[src/rtl/kfr_pkg.sv]
// ============================================================================
// KISS frame receiver package
// Shared widths, byte codes, event codes and the queue word type.
// ============================================================================
package kfr_pkg;

  // Number of serial links served and the frame length limit.
  localparam int NUM_LINKS   = 4;
  localparam int FRAME_LIMIT = 512;

  // Field widths of the channels.
  localparam int LINK_W    = 4;
  localparam int BYTE_W    = 8;
  localparam int KIND_W    = 3;
  localparam int PORT_W    = 8;
  localparam int ID_W      = 16;

  // Per-link state widths.
  localparam int LINK_IDX_W = (NUM_LINKS > 1) ? $clog2(NUM_LINKS) : 1;
  localparam int COUNT_W    = $clog2(FRAME_LIMIT + 1);

  // KISS special bytes.
  localparam logic [BYTE_W-1:0] CH_FEND  = 8'hC0;
  localparam logic [BYTE_W-1:0] CH_FESC  = 8'hDB;
  localparam logic [BYTE_W-1:0] CH_TFEND = 8'hDC;
  localparam logic [BYTE_W-1:0] CH_TFESC = 8'hDD;

  // Command nibbles.
  localparam logic [3:0] CMD_DATA = 4'd0;
  localparam logic [3:0] CMD_ACK  = 4'd12;

  // Receive modes.
  localparam logic [1:0] MODE_WAIT = 2'd0;
  localparam logic [1:0] MODE_DATA = 2'd1;
  localparam logic [1:0] MODE_ESC  = 2'd2;

  // Event kinds.
  localparam logic [KIND_W-1:0] EV_PAYLOAD = 3'd0;
  localparam logic [KIND_W-1:0] EV_END     = 3'd1;
  localparam logic [KIND_W-1:0] EV_OVERRUN = 3'd2;
  localparam logic [KIND_W-1:0] EV_SHORT   = 3'd3;
  localparam logic [KIND_W-1:0] EV_UNKNOWN = 3'd4;
  localparam logic [KIND_W-1:0] EV_BADESC  = 3'd5;

  // Classified byte as it travels from the front end to the back end.
  typedef struct packed {
    logic [LINK_W-1:0] link;
    logic [BYTE_W-1:0] rx_byte;
    logic              is_fend;
    logic              is_fesc;
    logic              is_tfend;
    logic              is_tfesc;
  } kfr_word_t;

endpackage

[src/rtl/kfr_if.sv]
// ============================================================================
// KISS frame receiver channels
// Valid/ready interfaces for the received byte and the event word.
// ============================================================================

// Received byte channel.
interface kfr_in_if;
  logic                      valid;
  logic                      ready;
  logic [kfr_pkg::LINK_W-1:0] link;
  logic [kfr_pkg::BYTE_W-1:0] rx_byte;

  modport source (output valid, output link, output rx_byte, input ready);
  modport sink   (input valid, input link, input rx_byte, output ready);
endinterface

// Event channel.
interface kfr_out_if;
  logic                      valid;
  logic                      ready;
  logic [kfr_pkg::KIND_W-1:0] event_kind;
  logic [kfr_pkg::PORT_W-1:0] port;
  logic [kfr_pkg::BYTE_W-1:0] payload_byte;
  logic                      is_ackmode;
  logic [kfr_pkg::ID_W-1:0]   frame_id;

  modport source (output valid, output event_kind, output port, output payload_byte,
                  output is_ackmode, output frame_id, input ready);
  modport sink   (input valid, input event_kind, input port, input payload_byte,
                  input is_ackmode, input frame_id, output ready);
endinterface

[src/rtl/kfr_front.sv]
// ============================================================================
// KISS frame receiver front end
// Accepts received bytes, drops those of unserved links, flags the KISS
// special bytes and holds the result in a two-word queue.
// ============================================================================
module kfr_front (
  input  logic               clk,
  input  logic               rst_n,
  kfr_in_if.sink             in_ch,
  output logic               q_valid,
  output kfr_pkg::kfr_word_t q_word,
  input  logic               q_pop
);
  import kfr_pkg::*;

  kfr_word_t  mem_r [2];
  logic       wr_ptr_r, wr_ptr_nxt;
  logic       rd_ptr_r, rd_ptr_nxt;
  logic [1:0] count_r, count_nxt;
  logic       accept;
  logic       push;
  logic       pop;
  logic       link_ok;
  kfr_word_t  word;

  // A word is taken whenever the queue has a free slot.
  assign in_ch.ready = (count_r != 2'd2);
  assign accept      = in_ch.valid && in_ch.ready;

  // Classify the incoming byte.
  assign link_ok = ({1'b0, in_ch.link} < (LINK_W + 1)'(NUM_LINKS));
  always_comb begin
    word.link     = in_ch.link;
    word.rx_byte  = in_ch.rx_byte;
    word.is_fend  = (in_ch.rx_byte == CH_FEND);
    word.is_fesc  = (in_ch.rx_byte == CH_FESC);
    word.is_tfend = (in_ch.rx_byte == CH_TFEND);
    word.is_tfesc = (in_ch.rx_byte == CH_TFESC);
  end

  assign push = accept && link_ok;
  assign pop  = q_pop && (count_r != 2'd0);

  // Queue pointers and fill count.
  always_comb begin
    wr_ptr_nxt = push ? ~wr_ptr_r : wr_ptr_r;
    rd_ptr_nxt = pop ? ~rd_ptr_r : rd_ptr_r;
    count_nxt  = count_r;
    if (push && !pop) begin
      count_nxt = count_r + 2'd1;
    end else if (pop && !push) begin
      count_nxt = count_r - 2'd1;
    end
  end

  always_ff @(posedge clk) begin
    if (!rst_n) begin
      wr_ptr_r <= 1'b0;
      rd_ptr_r <= 1'b0;
      count_r  <= 2'd0;
    end else begin
      wr_ptr_r <= wr_ptr_nxt;
      rd_ptr_r <= rd_ptr_nxt;
      count_r  <= count_nxt;
    end
  end

  // Queue storage.
  always_ff @(posedge clk) begin
    if (push) begin
      mem_r[wr_ptr_r] <= word;
    end
  end

  assign q_valid = (count_r != 2'd0);
  assign q_word  = mem_r[rd_ptr_r];

endmodule

[src/rtl/kfr_back.sv]
// ============================================================================
// KISS frame receiver back end
// Keeps the per-link receive state, removes stuffing, tracks the command
// byte and ackmode id, and registers the resulting event word.
// ============================================================================
module kfr_back (
  input  logic               clk,
  input  logic               rst_n,
  input  logic               q_valid,
  input  kfr_pkg::kfr_word_t q_word,
  output logic               q_pop,
  kfr_out_if.source          out_ch
);
  import kfr_pkg::*;

  // Per-link state.
  logic [1:0]         mode_r [NUM_LINKS];
  logic [COUNT_W-1:0] cnt_r  [NUM_LINKS];
  logic [BYTE_W-1:0]  cmd_r  [NUM_LINKS];
  logic [ID_W-1:0]    aid_r  [NUM_LINKS];

  // Output register.
  logic              out_valid_r, out_valid_nxt;
  logic [KIND_W-1:0] kind_r, kind_nxt;
  logic [PORT_W-1:0] port_r, port_nxt;
  logic [BYTE_W-1:0] pay_r, pay_nxt;
  logic              ack_r, ack_nxt;
  logic [ID_W-1:0]   id_r, id_nxt;

  logic [LINK_IDX_W-1:0] l;
  logic [1:0]            mode, mode_nxt;
  logic [COUNT_W-1:0]    cnt, cnt_nxt, cnt_e;
  logic [BYTE_W-1:0]     cmd, cmd_nxt;
  logic [ID_W-1:0]       aid, aid_nxt;
  logic                  do_store;
  logic [BYTE_W-1:0]     sbyte;
  logic [3:0]            nib;
  logic                  emit;
  logic [KIND_W-1:0]     kind;
  logic [BYTE_W-1:0]     pay;

  // A word is processed whenever the output register is free or draining.
  assign q_pop = q_valid && (!out_valid_r || out_ch.ready);

  assign l    = q_word.link[LINK_IDX_W-1:0];
  assign mode = mode_r[l];
  assign cnt  = cnt_r[l];
  assign cmd  = cmd_r[l];
  assign aid  = aid_r[l];

  // Unstuffing and frame tracking for the selected link.
  always_comb begin
    mode_nxt = mode;
    cnt_nxt  = cnt;
    cmd_nxt  = cmd;
    aid_nxt  = aid;
    do_store = 1'b0;
    sbyte    = q_word.rx_byte;
    emit     = 1'b0;
    kind     = EV_PAYLOAD;
    pay      = '0;
    nib      = cmd[3:0];

    unique case (mode)
      MODE_DATA: begin
        if (q_word.is_fend) begin
          // Closing delimiter: report the frame unless it was empty.
          if (cnt != '0) begin
            emit = 1'b1;
            if (nib == CMD_DATA) begin
              kind = EV_END;
            end else if (nib == CMD_ACK) begin
              kind = (cnt < COUNT_W'(3)) ? EV_SHORT : EV_END;
            end else begin
              kind = EV_UNKNOWN;
            end
          end
          cnt_nxt  = '0;
          mode_nxt = MODE_DATA;
        end else if (q_word.is_fesc) begin
          mode_nxt = MODE_ESC;
        end else begin
          do_store = 1'b1;
        end
      end
      MODE_ESC: begin
        if (q_word.is_tfend) begin
          do_store = 1'b1;
          sbyte    = CH_FEND;
        end else if (q_word.is_tfesc) begin
          do_store = 1'b1;
          sbyte    = CH_FESC;
        end else begin
          mode_nxt = MODE_DATA;
          emit     = 1'b1;
          kind     = EV_BADESC;
        end
      end
      default: begin
        if (q_word.is_fend) begin
          mode_nxt = MODE_DATA;
          cnt_nxt  = '0;
        end
      end
    endcase

    // Store one unstuffed byte: command, ackmode id or payload.
    if (do_store) begin
      if (cnt == '0) begin
        cmd_nxt = sbyte;
      end
      nib = cmd_nxt[3:0];
      if (nib == CMD_ACK && cnt == COUNT_W'(1)) begin
        aid_nxt[15:8] = sbyte;
      end else if (nib == CMD_ACK && cnt == COUNT_W'(2)) begin
        aid_nxt[7:0] = sbyte;
      end
      cnt_nxt = cnt + COUNT_W'(1);
      if (cnt_nxt >= COUNT_W'(FRAME_LIMIT)) begin
        mode_nxt = MODE_WAIT;
        emit     = 1'b1;
        kind     = EV_OVERRUN;
      end else begin
        mode_nxt = MODE_DATA;
        if ((nib == CMD_DATA && cnt >= COUNT_W'(1)) ||
            (nib == CMD_ACK && cnt >= COUNT_W'(3))) begin
          emit = 1'b1;
          kind = EV_PAYLOAD;
          pay  = sbyte;
        end
      end
    end
  end

  // Event fields follow the state as it stands after the byte.
  assign cnt_e = do_store ? cnt_nxt : cnt;

  always_comb begin
    port_nxt = {q_word.link, 4'd0};
    ack_nxt  = 1'b0;
    id_nxt   = '0;
    if (cnt_e != '0) begin
      port_nxt = {q_word.link, cmd_nxt[7:4]};
      if (cmd_nxt[3:0] == CMD_ACK && cnt_e >= COUNT_W'(3)) begin
        ack_nxt = 1'b1;
        id_nxt  = aid_nxt;
      end
    end
    kind_nxt = kind;
    pay_nxt  = pay;
  end

  // Output valid: loaded on a processed word, cleared when taken.
  always_comb begin
    out_valid_nxt = out_valid_r;
    if (q_pop) begin
      out_valid_nxt = emit;
    end else if (out_ch.ready) begin
      out_valid_nxt = 1'b0;
    end
  end

  // Control state.
  always_ff @(posedge clk) begin
    if (!rst_n) begin
      out_valid_r <= 1'b0;
      for (int i = 0; i < NUM_LINKS; i++) begin
        mode_r[i] <= MODE_WAIT;
        cnt_r[i]  <= '0;
      end
    end else begin
      out_valid_r <= out_valid_nxt;
      if (q_pop) begin
        mode_r[l] <= mode_nxt;
        cnt_r[l]  <= cnt_nxt;
      end
    end
  end

  // Payload state and event register.
  always_ff @(posedge clk) begin
    if (q_pop) begin
      cmd_r[l] <= cmd_nxt;
      aid_r[l] <= aid_nxt;
      if (emit) begin
        kind_r <= kind_nxt;
        port_r <= port_nxt;
        pay_r  <= pay_nxt;
        ack_r  <= ack_nxt;
        id_r   <= id_nxt;
      end
    end
  end

  assign out_ch.valid        = out_valid_r;
  assign out_ch.event_kind   = kind_r;
  assign out_ch.port         = port_r;
  assign out_ch.payload_byte = pay_r;
  assign out_ch.is_ackmode   = ack_r;
  assign out_ch.frame_id     = id_r;

endmodule

[src/rtl/kiss_frame_receiver_core.sv]
// ============================================================================
// KISS frame receiver core
// Deframes KISS byte streams from several serial links into event words.
// ============================================================================
// The block takes one received byte per clock cycle while its queue has a
// free slot and gives at most one event word per byte. A byte passes a
// two-word queue and then the per-link state update, a read-modify-write of
// the link's mode, count, command byte and ackmode id, whose event is held
// in a registered output; a new byte may follow in every cycle while that
// output is free or taken. Bytes of links at or above NUM_LINKS are
// accepted and dropped. Payload bytes stream out as they arrive; a consumer
// that sees an overrun abort discards the partial frame.
module kiss_frame_receiver_core (
  input logic        clk,
  input logic        rst_n,
  kfr_in_if.sink     in_ch,
  kfr_out_if.source  out_ch
);
  import kfr_pkg::*;

  logic      q_valid;
  logic      q_pop;
  kfr_word_t q_word;

  // Accept and classify.
  kfr_front u_front (
    .clk     (clk),
    .rst_n   (rst_n),
    .in_ch   (in_ch),
    .q_valid (q_valid),
    .q_word  (q_word),
    .q_pop   (q_pop)
  );

  // Per-link deframing and event output.
  kfr_back u_back (
    .clk     (clk),
    .rst_n   (rst_n),
    .q_valid (q_valid),
    .q_word  (q_word),
    .q_pop   (q_pop),
    .out_ch  (out_ch)
  );

endmodule

[src/flat_wrapper.sv]
// flat-port wrapper written by rule: the top's interface ports become plain ports
module kiss_frame_receiver_core_flat import kfr_pkg::*;
  (clk, rst_n, in_ch_valid, in_ch_link, in_ch_rx_byte, in_ch_ready, out_ch_valid, out_ch_event_kind, out_ch_port, out_ch_payload_byte, out_ch_is_ackmode, out_ch_frame_id, out_ch_ready);
  kfr_in_if in_ch_i ();
  kfr_out_if out_ch_i ();
  input logic clk;
  input logic rst_n;
  input wire logic [$bits(in_ch_i.valid)-1:0] in_ch_valid;
  input wire logic [$bits(in_ch_i.link)-1:0] in_ch_link;
  input wire logic [$bits(in_ch_i.rx_byte)-1:0] in_ch_rx_byte;
  output wire logic [$bits(in_ch_i.ready)-1:0] in_ch_ready;
  output wire logic [$bits(out_ch_i.valid)-1:0] out_ch_valid;
  output wire logic [$bits(out_ch_i.event_kind)-1:0] out_ch_event_kind;
  output wire logic [$bits(out_ch_i.port)-1:0] out_ch_port;
  output wire logic [$bits(out_ch_i.payload_byte)-1:0] out_ch_payload_byte;
  output wire logic [$bits(out_ch_i.is_ackmode)-1:0] out_ch_is_ackmode;
  output wire logic [$bits(out_ch_i.frame_id)-1:0] out_ch_frame_id;
  input wire logic [$bits(out_ch_i.ready)-1:0] out_ch_ready;
  assign in_ch_i.valid = in_ch_valid;
  assign in_ch_i.link = in_ch_link;
  assign in_ch_i.rx_byte = in_ch_rx_byte;
  assign in_ch_ready = in_ch_i.ready;
  assign out_ch_valid = out_ch_i.valid;
  assign out_ch_event_kind = out_ch_i.event_kind;
  assign out_ch_port = out_ch_i.port;
  assign out_ch_payload_byte = out_ch_i.payload_byte;
  assign out_ch_is_ackmode = out_ch_i.is_ackmode;
  assign out_ch_frame_id = out_ch_i.frame_id;
  assign out_ch_i.ready = out_ch_ready;
  kiss_frame_receiver_core u_core (.clk(clk), .rst_n(rst_n), .in_ch(in_ch_i), .out_ch(out_ch_i));
endmodule
[config.mk]
export PLATFORM = sky130hd
export DESIGN_NAME = kiss_frame_receiver_core_flat
export DESIGN_NICKNAME = d
export VERILOG_FILES = /design/src/rtl/kfr_pkg.sv /design/src/rtl/kfr_if.sv /design/src/rtl/kfr_front.sv /design/src/rtl/kfr_back.sv /design/src/rtl/kiss_frame_receiver_core.sv /design/src/flat_wrapper.sv
export SDC_FILE = /design/constraint.sdc
export NUM_CORES = 1
export LEC_CHECK = 0
export BUFFER_PORTS_ARGS = -buffer_cell sky130_fd_sc_hd__buf_2
export CORE_ASPECT_RATIO = 0.6
export CORE_MARGIN = 4
export CORE_UTILIZATION = 30
export CTS_CLUSTER_DIAMETER = 80
export DETAILED_ROUTE_END_ITERATION = 8
export PLACE_DENSITY = 0.49
export SYNTH_ARGS = -nofsm -noshare
export SYNTH_HDL_FRONTEND = slang
export SYNTH_SLANG_ARGS = --single-unit
[constraint.sdc]
create_clock -name clk -period 11.2 [get_ports clk]
set_input_delay 0.56 -clock clk [delete_from_list [all_inputs] [get_ports clk]]
set_output_delay 0.56 -clock clk [all_outputs]
set_load 0.02 [all_outputs]
Word level (Yosys, flattened, before mapping)
Memories as Yosys holds them, arrays and structs flattened. A register that Yosys moved wholly into a read port is not among the register bits.
Index checks and enable logic that the tools add are counted.
Word-level totals
  register bits after elaboration: 41
  output and inout bits: 38
  logic and storage cells: 135
  memory bits (writable): 176
  bits of input ports: 16
  memories: 5
Operators by class
  order comparisons: 6
  add/sub/neg operators: 3
  bitwise logic cells: 4
  eq/ne operators: 12
  reduce and logical (&&, ||, !) cells: 29
  mux-type cells: 66
Memory list
  u_core.u_back.aid_r: words 4, width 16, rd ports 1, clocked after Yosys merged registers in 0, wr ports 1, RTL line kfr_back.sv:20  | logic [ID_W-1:0] aid_r [NUM_LINKS];
  u_core.u_back.cnt_r: words 4, width 10, rd ports 1, clocked after Yosys merged registers in 0, wr ports 4, RTL line kfr_back.sv:18  | logic [COUNT_W-1:0] cnt_r [NUM_LINKS];
  u_core.u_back.cmd_r: words 4, width 8, rd ports 1, clocked after Yosys merged registers in 0, wr ports 1, RTL line kfr_back.sv:19  | logic [BYTE_W-1:0] cmd_r [NUM_LINKS];
  u_core.u_front.mem_r: words 2, width 16, rd ports 1, clocked after Yosys merged registers in 1, wr ports 1, RTL line kfr_front.sv:16  | kfr_word_t mem_r [2];
  u_core.u_back.mode_r: words 4, width 2, rd ports 1, clocked after Yosys merged registers in 0, wr ports 4, RTL line kfr_back.sv:17  | logic [1:0] mode_r [NUM_LINKS];
Operators with widths (count)
  two-way mux 8 bit: 9
  two-way mux 10 bit: 5
  == test 8 bit (second input constant): 4
  two-way mux 3 bit: 9
  two-way mux 1 bit: 26
  two-way mux 2 bit: 12
  >= comparator 10 x 2 -> 1 bit (second input constant): 2
  nonzero test 10 bit: 2
  two-way mux 16 bit: 1
  == test 4 bit (second input constant): 3
  logical AND 1 bit: 11
  adder 10 x 1 -> 10 bit (second input constant): 1
  == test 10 x 1 -> 1 bit (second input constant): 1
  == test 10 x 2 -> 1 bit (second input constant): 1
  >= comparator 10 x 1 -> 1 bit (second input constant): 1
  >= comparator 10 bit (second input constant): 1
  zero test 10 bit: 1
  < comparator 10 x 2 -> 1 bit (second input constant): 1
  OR reduction 10 bit: 1
  zero test 4 bit: 2
  one-hot mux 3 bit (2 select lines): 1
  nonzero test 2 bit: 3
  < comparator 4 x 3 -> 1 bit (second input constant): 1
  inverter 1 bit: 4
  other kinds (12): 17

Depth between registers and ports, before layout
Gate-level depths: netlist (run 1).
  word-level depth: 12
  gate-level depth with buffers: 17
  gate-level depth less buffers: 11

By module
Synthesis (run 1) repeated with hierarchy kept, for this count alone.
Second synthesis, totals
  cell total of the unflattened synthesis: 636
  area, all modules: 9549.2 um^2
By module, submodules not included
  kfr_back: times used 1, cells an instance 552, sequential area each 5425.2 um^2, area an instance 8084.0 um^2
  kfr_front: times used 1, cells an instance 84, sequential area each 1061.0 um^2, area an instance 1465.2 um^2

Worst setup path before layout (run 1)
No wires, ideal clock.
  kind: flip-flop to flip-flop
  from: register with a tool-made name
  to: register u_core.u_back.kind_r[0] (netlist: u_core.u_back.out_ch.event_kind[0]), enable pin
  path buffers: 4
  arrival time: 5.111 ns
  stages on the path, launching flop included: 15
  clock period less this slack: 5.552 ns
  required time: 10.759 ns
  library setup time: 0.441 ns
  setup slack: 5.648 ns
  path through: dfxtp_1 > buf_6 > mux2_4 > buf_6 > buf_2 > buf_2 > mux4_2 > inv_1 > ha_1 > nand3_1 > a21o_1 > or4_1 > nand2_1 > nor2_1 > a21oi_1
RTL lines
  end signal, assigned: RTL line kfr_back.sv:186  | kind_r <= kind_nxt;
  end, declared: RTL line kfr_back.sv:24  | logic [KIND_W-1:0] kind_r, kind_nxt;

==> impl_metrics.py, run 1 <==
metrics = {
    "status": {
        "outcome": "complete, no violations",
    },
    "layout": {
        "area_growth_pct": 14.5,
        "final_util": 0.354,
        "layout_commonest_cell": "edfxtp_1",
        "drive_gt1_frac": 0.243,
        "diodes": 0,
        "final_cell_mix": "212 x edfxtp_1, 72 x nor2_1, 53 x buf_2",
        "nets": 750,
        "fin_cells": 1157,
    },
    "clock_tree": {
        "path_clk_slew_ns": 0.06,
        "clock_path_buffers": 3,
        "numCtsBuffers": 21,
        "hold_buffers": 0,
        "cts_tree": "done",
        "cts.sinks": 218,
        "clk-insertion-delay-late_ns": 0.52,
        "cts_resized": 0,
        "post_cts_buffers": 0,
        "htreeDepth": 1,
        "clockRootBuffer": "clkbuf_16",
    },
    "worst_setup_path": {
        "cp_cell_sequence": "buf_4 > mux2_4 > mux4_2 > ha_1 > nor2b_1 > o21ai_0 > nand4_1 > o21ai_0 > nand4b_1 > mux2i_1 > nor3b_2",
        "arrival_ns": 5.82,
        "critPathLaunchType": "flop",
        "path_class": "reg -> reg",
        "cp_common_cell": "o21ai_0",
        "worstPathRequired_ns": 11.56,
        "cp_max_fo": 45,
        "slowest_delay_ns": 0.85,
        "critPathCaptureType": "flop",
        "slowest_stage": "mux2_4",
    },
    "power_and_ir_drop": {
        "finalPower_mw": 2.44,
        "p_per_area_mw_per_mm2": 217,
        "irDropWorstVdd_mv": 0.104,
        "p_leak_nw": 3.91,
    },
    "global_route": {
        "grt_pass1_wl_um": 37000,
        "overflow": 0,
        "grtUsageMet2": 0.179,
        "grt_pass1_vias": 5702,
        "grt_busiest_layer": "met1",
        "grt_usage": 0.137,
        "gr-usage-met1": 0.229,
        "antenna_found_initial": 0,
        "grt_start_max_net_pins": 46,
        "grtUsageMet3": 0.0311,
    },
    "timing": {
        "rsz0062_at_grt": "false",
        "setup_violations": 0,
        "drv_slew": 0,
        "finalHoldViolCount": 0,
        "fin_crit_sh": 0.488,
        "fin_ws_ns": 5.73,
        "skew_ns": 0.0281,
        "fmax_mhz": 183,
        "min_period_ns": 5.47,
        "worstMarginPinSlew_ns": 1.09,
        "tns_ns": 0,
        "slew_headroom": 0.264,
    },
    "detailed_routing": {
        "drc": 0,
        "ant_nets": 0,
        "num_vias": 5783,
        "viasPerCell": 5.00,
        "drt-total-wl_um": 24600,
        "dr.pass1.iters": 5,
        "wire_per_inst_um": 21.3,
        "drt_iter0_markers": 565,
    },
    "logic_synthesis": {
        "ys.flop_type": "edfxtp_1",
        "synth-simple-area-share": 0.121,
        "synth_enable_flop_cells": 212,
        "synth_xor_area_frac": 0.0125,
        "ys_ff_latch": 218,
        "yosysSeqAreaShare": 0.661,
        "syn_nets": 679,
        "synth_compound_area_frac": 0.0334,
        "async_reset_ff_frac": 0,
        "synthAdderAreaFrac": 0.00893,
        "synth_top_family_by_area": "multiplexers",
        "synth_area_per_cell_um2": 15.0,
        "synth_mux_area_frac": 0.137,
        "synth_cell_type_count": 50,
        "synthesis.area_mm2": 0.00981,
        "yosysWarnings": 0,
        "syn_inst": 656,
    },
    "hold_path": {
        "hp-start": "in_ch_link[0]",
        "min_path_type": "in -> reg",
    },
    "floorplan": {
        "coreArea_mm2": 0.0317,
        "io_pins": 54,
        "initial_core_util": 0.309,
        "die_y_um": 148,
        "dieArea_mm2": 0.0358,
        "fp.dieW_um": 241,
        "rows": 50,
    },
    "placement": {
        "dp.final_hpwl_um": 16800,
        "post-place-ws_ns": 5.78,
        "dp.cells": 1120,
        "gp_congestion": 0.808,
        "port-buffer-count": 53,
    },
    "run": {
        "max-cap-violations": 0,
    },
}
synth_stat cells (all sizes together) (3+ instances only):
cell type    n  share of area
mux2i       27          0.028
o21ai       30          0.015
mux2        21          0.024
o31a         3         0.0027
nor3         6         0.0031
nand2       34          0.013
nand3       22          0.013
inv         40          0.015
xnor2       10         0.0089
buf         15         0.0091
nor2        76          0.029
or4          3         0.0023
clkbuf       6         0.0023
and2        12         0.0076
xor2         4         0.0036
nor3b       20          0.020
dfxtp        6          0.012
nand4        6         0.0038
a21oi        5         0.0025
mux4        37          0.085
or2          6         0.0038
nand2b       3         0.0019
and3         3         0.0019
edfxtp     212           0.65
nor4        12          0.011
ha           7         0.0089
nor2b        6         0.0038
a31oi        4         0.0025
power by group:
| group | switching, mW | internal [mW] |
|---|---|---|
| sequential | 0.0413 | 1.07 |
| combinational | 0.431 | 0.234 |
| clock | 0.307 | 0.350 |
| total | 0.779 | 1.66 |
sequential cells by signal, summed over array words and instances, names as in the netlist, named ones only:
signal and flops:
u_core.u_front.mem_r 32, u_core.u_back.out_ch.event_kind 3, u_core.u_back.out_ch.payload_byte 8, u_core.u_back.aid_r 64, u_core.u_front.count_r 2, u_core.u_back.out_ch.valid 1
u_core.u_back.mode_r 8, u_core.u_back.cmd_r 32, u_core.u_back.out_ch.is_ackmode 1, u_core.u_back.out_ch.port 8, u_core.u_back.out_ch.frame_id 16, u_core.u_back.cnt_r 40
u_core.u_front.rd_ptr_r 1, u_core.u_front.wr_ptr_r 1
layer usage:
layer,up-vias,share of wire
met2,184,0.39
met5,-,0
met4,0,0.016
met1,2936,0.53
li1,2638,-
met3,25,0.066
path summary, 6_finish.rpt:
kind	slack, ns	cells past startpoint	to
worst max-delay path	5.73	11	u_core.u_back.out_ch.frame_id[7]$_SDFFCE_PN0P_
worst min-delay path	0.23	1	u_core.u_front.mem_r[1][12]$_DFFE_PP_
worst max register to register	5.73	11	u_core.u_back.out_ch.frame_id[7]$_SDFFCE_PN0P_
worst min register to register	0.52	2	u_core.u_front.count_r[1]$_SDFFE_PN0P_
kinds of logic (layout without fill, tap and decap cells):
kind of cell	count (synthesis)	count (layout)
and+or+nand+nor	217	217
DFF	218	218
adders and majority gates	7	7
buffers and inverters	61	146
AOI/OAI and AO/OA	54	54
muxes	85	85
xor gates and xnor gates	14	14
metrics by stage:
step           hold slack (ns)  instance area (um2)
2_1_floorplan            0.472                 9810
3_3_place_gp             0.501                10600
3_5_place_dp             0.500                10600
4_1_cts                  0.210                11200
5_1_grt                  0.215                11200
6_report                 0.230                11200
worst max-delay path: cells and delay by family (launching register included):
family          cells  cell delay, ns
simple gates        4            1.18
mux                 3            2.08
buf+inv             1            0.32
flops               1            0.31
fa+ha+maj           1            0.27
compound gates      2            1.08
area by class of cell:
| type | instances | area (um2) |
|---|---|---|
| multi-input cells | 377 | 3090 |
| flip-flops and latches | 218 | 6490 |
| clock buffers | 29 | 556 |
| repair buffers | 69 | 385 |
| fillers | 3068 | 20500 |
| clock inverters | 8 | 50.0 |
| inverters | 40 | 150 |
| well taps | 416 | 520 |
No activity file was read; power rests on OpenSTA's default activity.
==> inputs of run 2 (changes only) <==
Settings changed: PLACE_DENSITY 0.49 to 0.51.
Clock period 11.2 ns to 4.6 ns, I/O delays scaled along.
==> run 2 against run 1 <==
Against the previous run:
- clock-buffer cell count down 2
- utilization up 0.92 points
- power up 150%
- worst hold slack worse by 0.083 ns
- clock power rose to 2.6 times the previous value
- die area unchanged
- design area up 2.6%
- non-clock buffer count up 22
- critical path depth unchanged
- register-to-register slack worse by 5.3 ns
==> impl_metrics.py, run 2 (synthesis results as in run 1) <==
metrics = {
    "timing": {
        "worstMarginPinSlew_ns": 1.12,
        "whs_ns": 0.147,
        "skew_ns": 0.0172,
        "fmax_mhz": 241,
        "min_period_ns": 4.14,
        "rsz0062_at_grt": "false",
        "tns_ns": 0,
        "setup_violations": 0,
        "slew_headroom": 0.248,
        "fin_crit_sh": 0.901,
        "finalHoldViolCount": 0,
        "drv_slew": 0,
    },
    "clock_tree": {
        "cts.sinks": 218,
        "path_clk_slew_ns": 0.06,
        "cts_tree": "done",
        "clock_path_buffers": 3,
        "numCtsBuffers": 22,
        "clk-insertion-delay-late_ns": 0.51,
        "cts_resized": 0,
        "htreeDepth": 1,
        "clockRootBuffer": "clkbuf_16",
    },
    "placement": {
        "place_area_mm2": 0.0107,
        "dp.final_hpwl_um": 16900,
        "port-buffer-count": 53,
        "gp_congestion": 0.804,
    },
    "worst_setup_path": {
        "worst-r2r-setup-slack_ns": 0.46,
        "crit_buf_inv": 1,
        "worstPathRequired_ns": 4.87,
        "path_delay_family": "simple AND/OR/NAND/NOR gates",
        "critPathCaptureType": "flop",
        "slowest_stage": "or4_1",
        "arrival_ns": 4.41,
        "reg2regPathDepth": 11,
        "cp_cell_sequence": "mux2_4 > mux4_2 > inv_1 > ha_1 > nand3_1 > a211oi_2 > nand4_1 > mux2i_1 > a22oi_1 > or4_1 > and2_1",
        "r2r_end": "u_core.u_back.out_ch.port[1]$_SDFFCE_PN0P_",
        "slowest_delay_ns": 0.70,
        "reg2reg_from": "u_core.u_front.mem_r[1][12]$_DFFE_PP_",
        "path_class": "reg -> reg",
        "critPathLaunchType": "flop",
        "cp_max_fo": 9,
    },
    "layout": {
        "area_growth_pct": 17.5,
        "drive_gt1_frac": 0.254,
        "largest_reg_flops": 64,
        "final_cell_mix": "212 x edfxtp_1, 72 x nor2_1, 53 x buf_2",
        "top_register": "u_core.u_back.aid_r",
        "nets": 773,
        "design_area_mm2": 0.0115,
        "fillerInstances": 2999,
        "reg_top3": "u_core.u_back.aid_r (64), u_core.u_back.cnt_r (40)",
        "layout_commonest_cell": "edfxtp_1",
    },
    "detailed_routing": {
        "wire_per_inst_um": 21.0,
        "drc": 0,
        "dr.pass1.iters": 5,
        "drt_iter0_markers": 485,
        "highest_layer": "met4",
        "viasPerCell": 4.90,
        "wl_met3_um": 1290,
        "ant_nets": 0,
        "drt-total-wl_um": 24900,
        "drt-met1-wl_um": 13400,
        "num_vias": 5797,
        "wl_met2_um": 9850,
    },
    "global_route": {
        "grt_pass1_vias": 5786,
        "grt_usage": 0.140,
        "overflow": 0,
        "antenna_found_initial": 1,
        "grt_pass1_wl_um": 38000,
        "grt_start_max_net_pins": 44,
    },
    "floorplan": {
        "die_y_um": 148,
        "rows": 50,
        "coreArea_mm2": 0.0317,
        "fp.dieW_um": 241,
        "io_pins": 54,
        "dieArea_mm2": 0.0358,
        "initial_core_util": 0.309,
    },
    "hold_path": {
        "hp-start": "rst_n",
        "min_to": "u_core.u_front.wr_ptr_r$_SDFFE_PN0P_",
        "min_path_type": "in -> reg",
        "whs_path_depth": 3,
    },
    "power_and_ir_drop": {
        "irDropWorstVdd_mv": 0.264,
        "p_per_area_mw_per_mm2": 528,
        "p_leak_nw": 4.05,
    },
    "status": {
        "outcome": "complete, no violations",
    },
    "run": {
        "max-cap-violations": 0,
    },
}
-- run 2: per-stage QoR --
step           total power [mW]  setup slack, ns  instances  utilization
4_1_cts                    6.14            0.487       1181        0.363
3_5_place_dp               4.42            0.480       1130        0.338
5_1_grt                    6.40            0.270       1181        0.363
6_report                   6.08            0.455       1183        0.364
2_1_floorplan              3.84            0.201        656            -
3_3_place_gp               4.41            0.650       1130        0.338
-- run 2: repair_timing --
action,4_1_cts,5_1_grt
hold endpoints to repair,24,0
endpoints found under the setup margin,0,0
buffers inserted,0,0
hold buffers,12,0
-- run 2: worst max-delay path by stage --
stage                                                startpoint                                            to  cells past startpoint
after CTS                 u_core.u_front.mem_r[1][12]$_DFFE_PP_    u_core.u_back.out_ch.port[1]$_SDFFCE_PN0P_                     11
after global routing      u_core.u_front.mem_r[0][12]$_DFFE_PP_    u_core.u_back.out_ch.port[1]$_SDFFCE_PN0P_                     11
after detailed placement  u_core.u_front.mem_r[1][12]$_DFFE_PP_    u_core.u_back.out_ch.port[1]$_SDFFCE_PN0P_                     11
after global placement    u_core.u_front.mem_r[1][12]$_DFFE_PP_    u_core.u_back.out_ch.port[1]$_SDFFCE_PN0P_                     11
after floorplan                                            flop  u_core.u_back.out_ch.event_kind[0]$_DFFE_PP_                     14
final                     u_core.u_front.mem_r[1][12]$_DFFE_PP_    u_core.u_back.out_ch.port[1]$_SDFFCE_PN0P_                     11
-- run 2: worst reg2reg max path, stage by stage, from the launching register on --
cell	delay [ns]
edfxtp_1	0.46
mux2_4	0.34
mux4_2	0.46
inv_1	0.09
ha_1	0.24
nand3_1	0.35
a211oi_2	0.43
nand4_1	0.21
mux2i_1	0.22
a22oi_1	0.18
or4_1	0.70
and2_1	0.24
-- run 2: metal layers --
layer,track usage,vias to the layer above
li1,-,2689
met1,0.236,2931
met2,0.187,155
met3,0.0256,22
met4,0.0235,0
met5,0,-
-- run 2: final cells by class --
class | count | area, um2 | area share
sequential | 218 | 6490 | 0.563
antenna | 2 | 5.00 | 0.000434
timing repair buffer | 91 | 606 | 0.0525
inverter | 40 | 150 | 0.0130
tap | 416 | 520 | 0.0451
clock buffer | 27 | 591 | 0.0512
multi-input combinational | 377 | 3090 | 0.268
clock inverter | 12 | 81.3 | 0.00705
-- run 2: power breakdown --
| part | switching (mW) | internal [mW] | leakage, nW |
|---|---|---|---|
| sequential | 0.107 | 2.62 | 2.04 |
| combinational | 1.05 | 0.606 | 1.68 |
| clock | 0.737 | 0.967 | 0.332 |
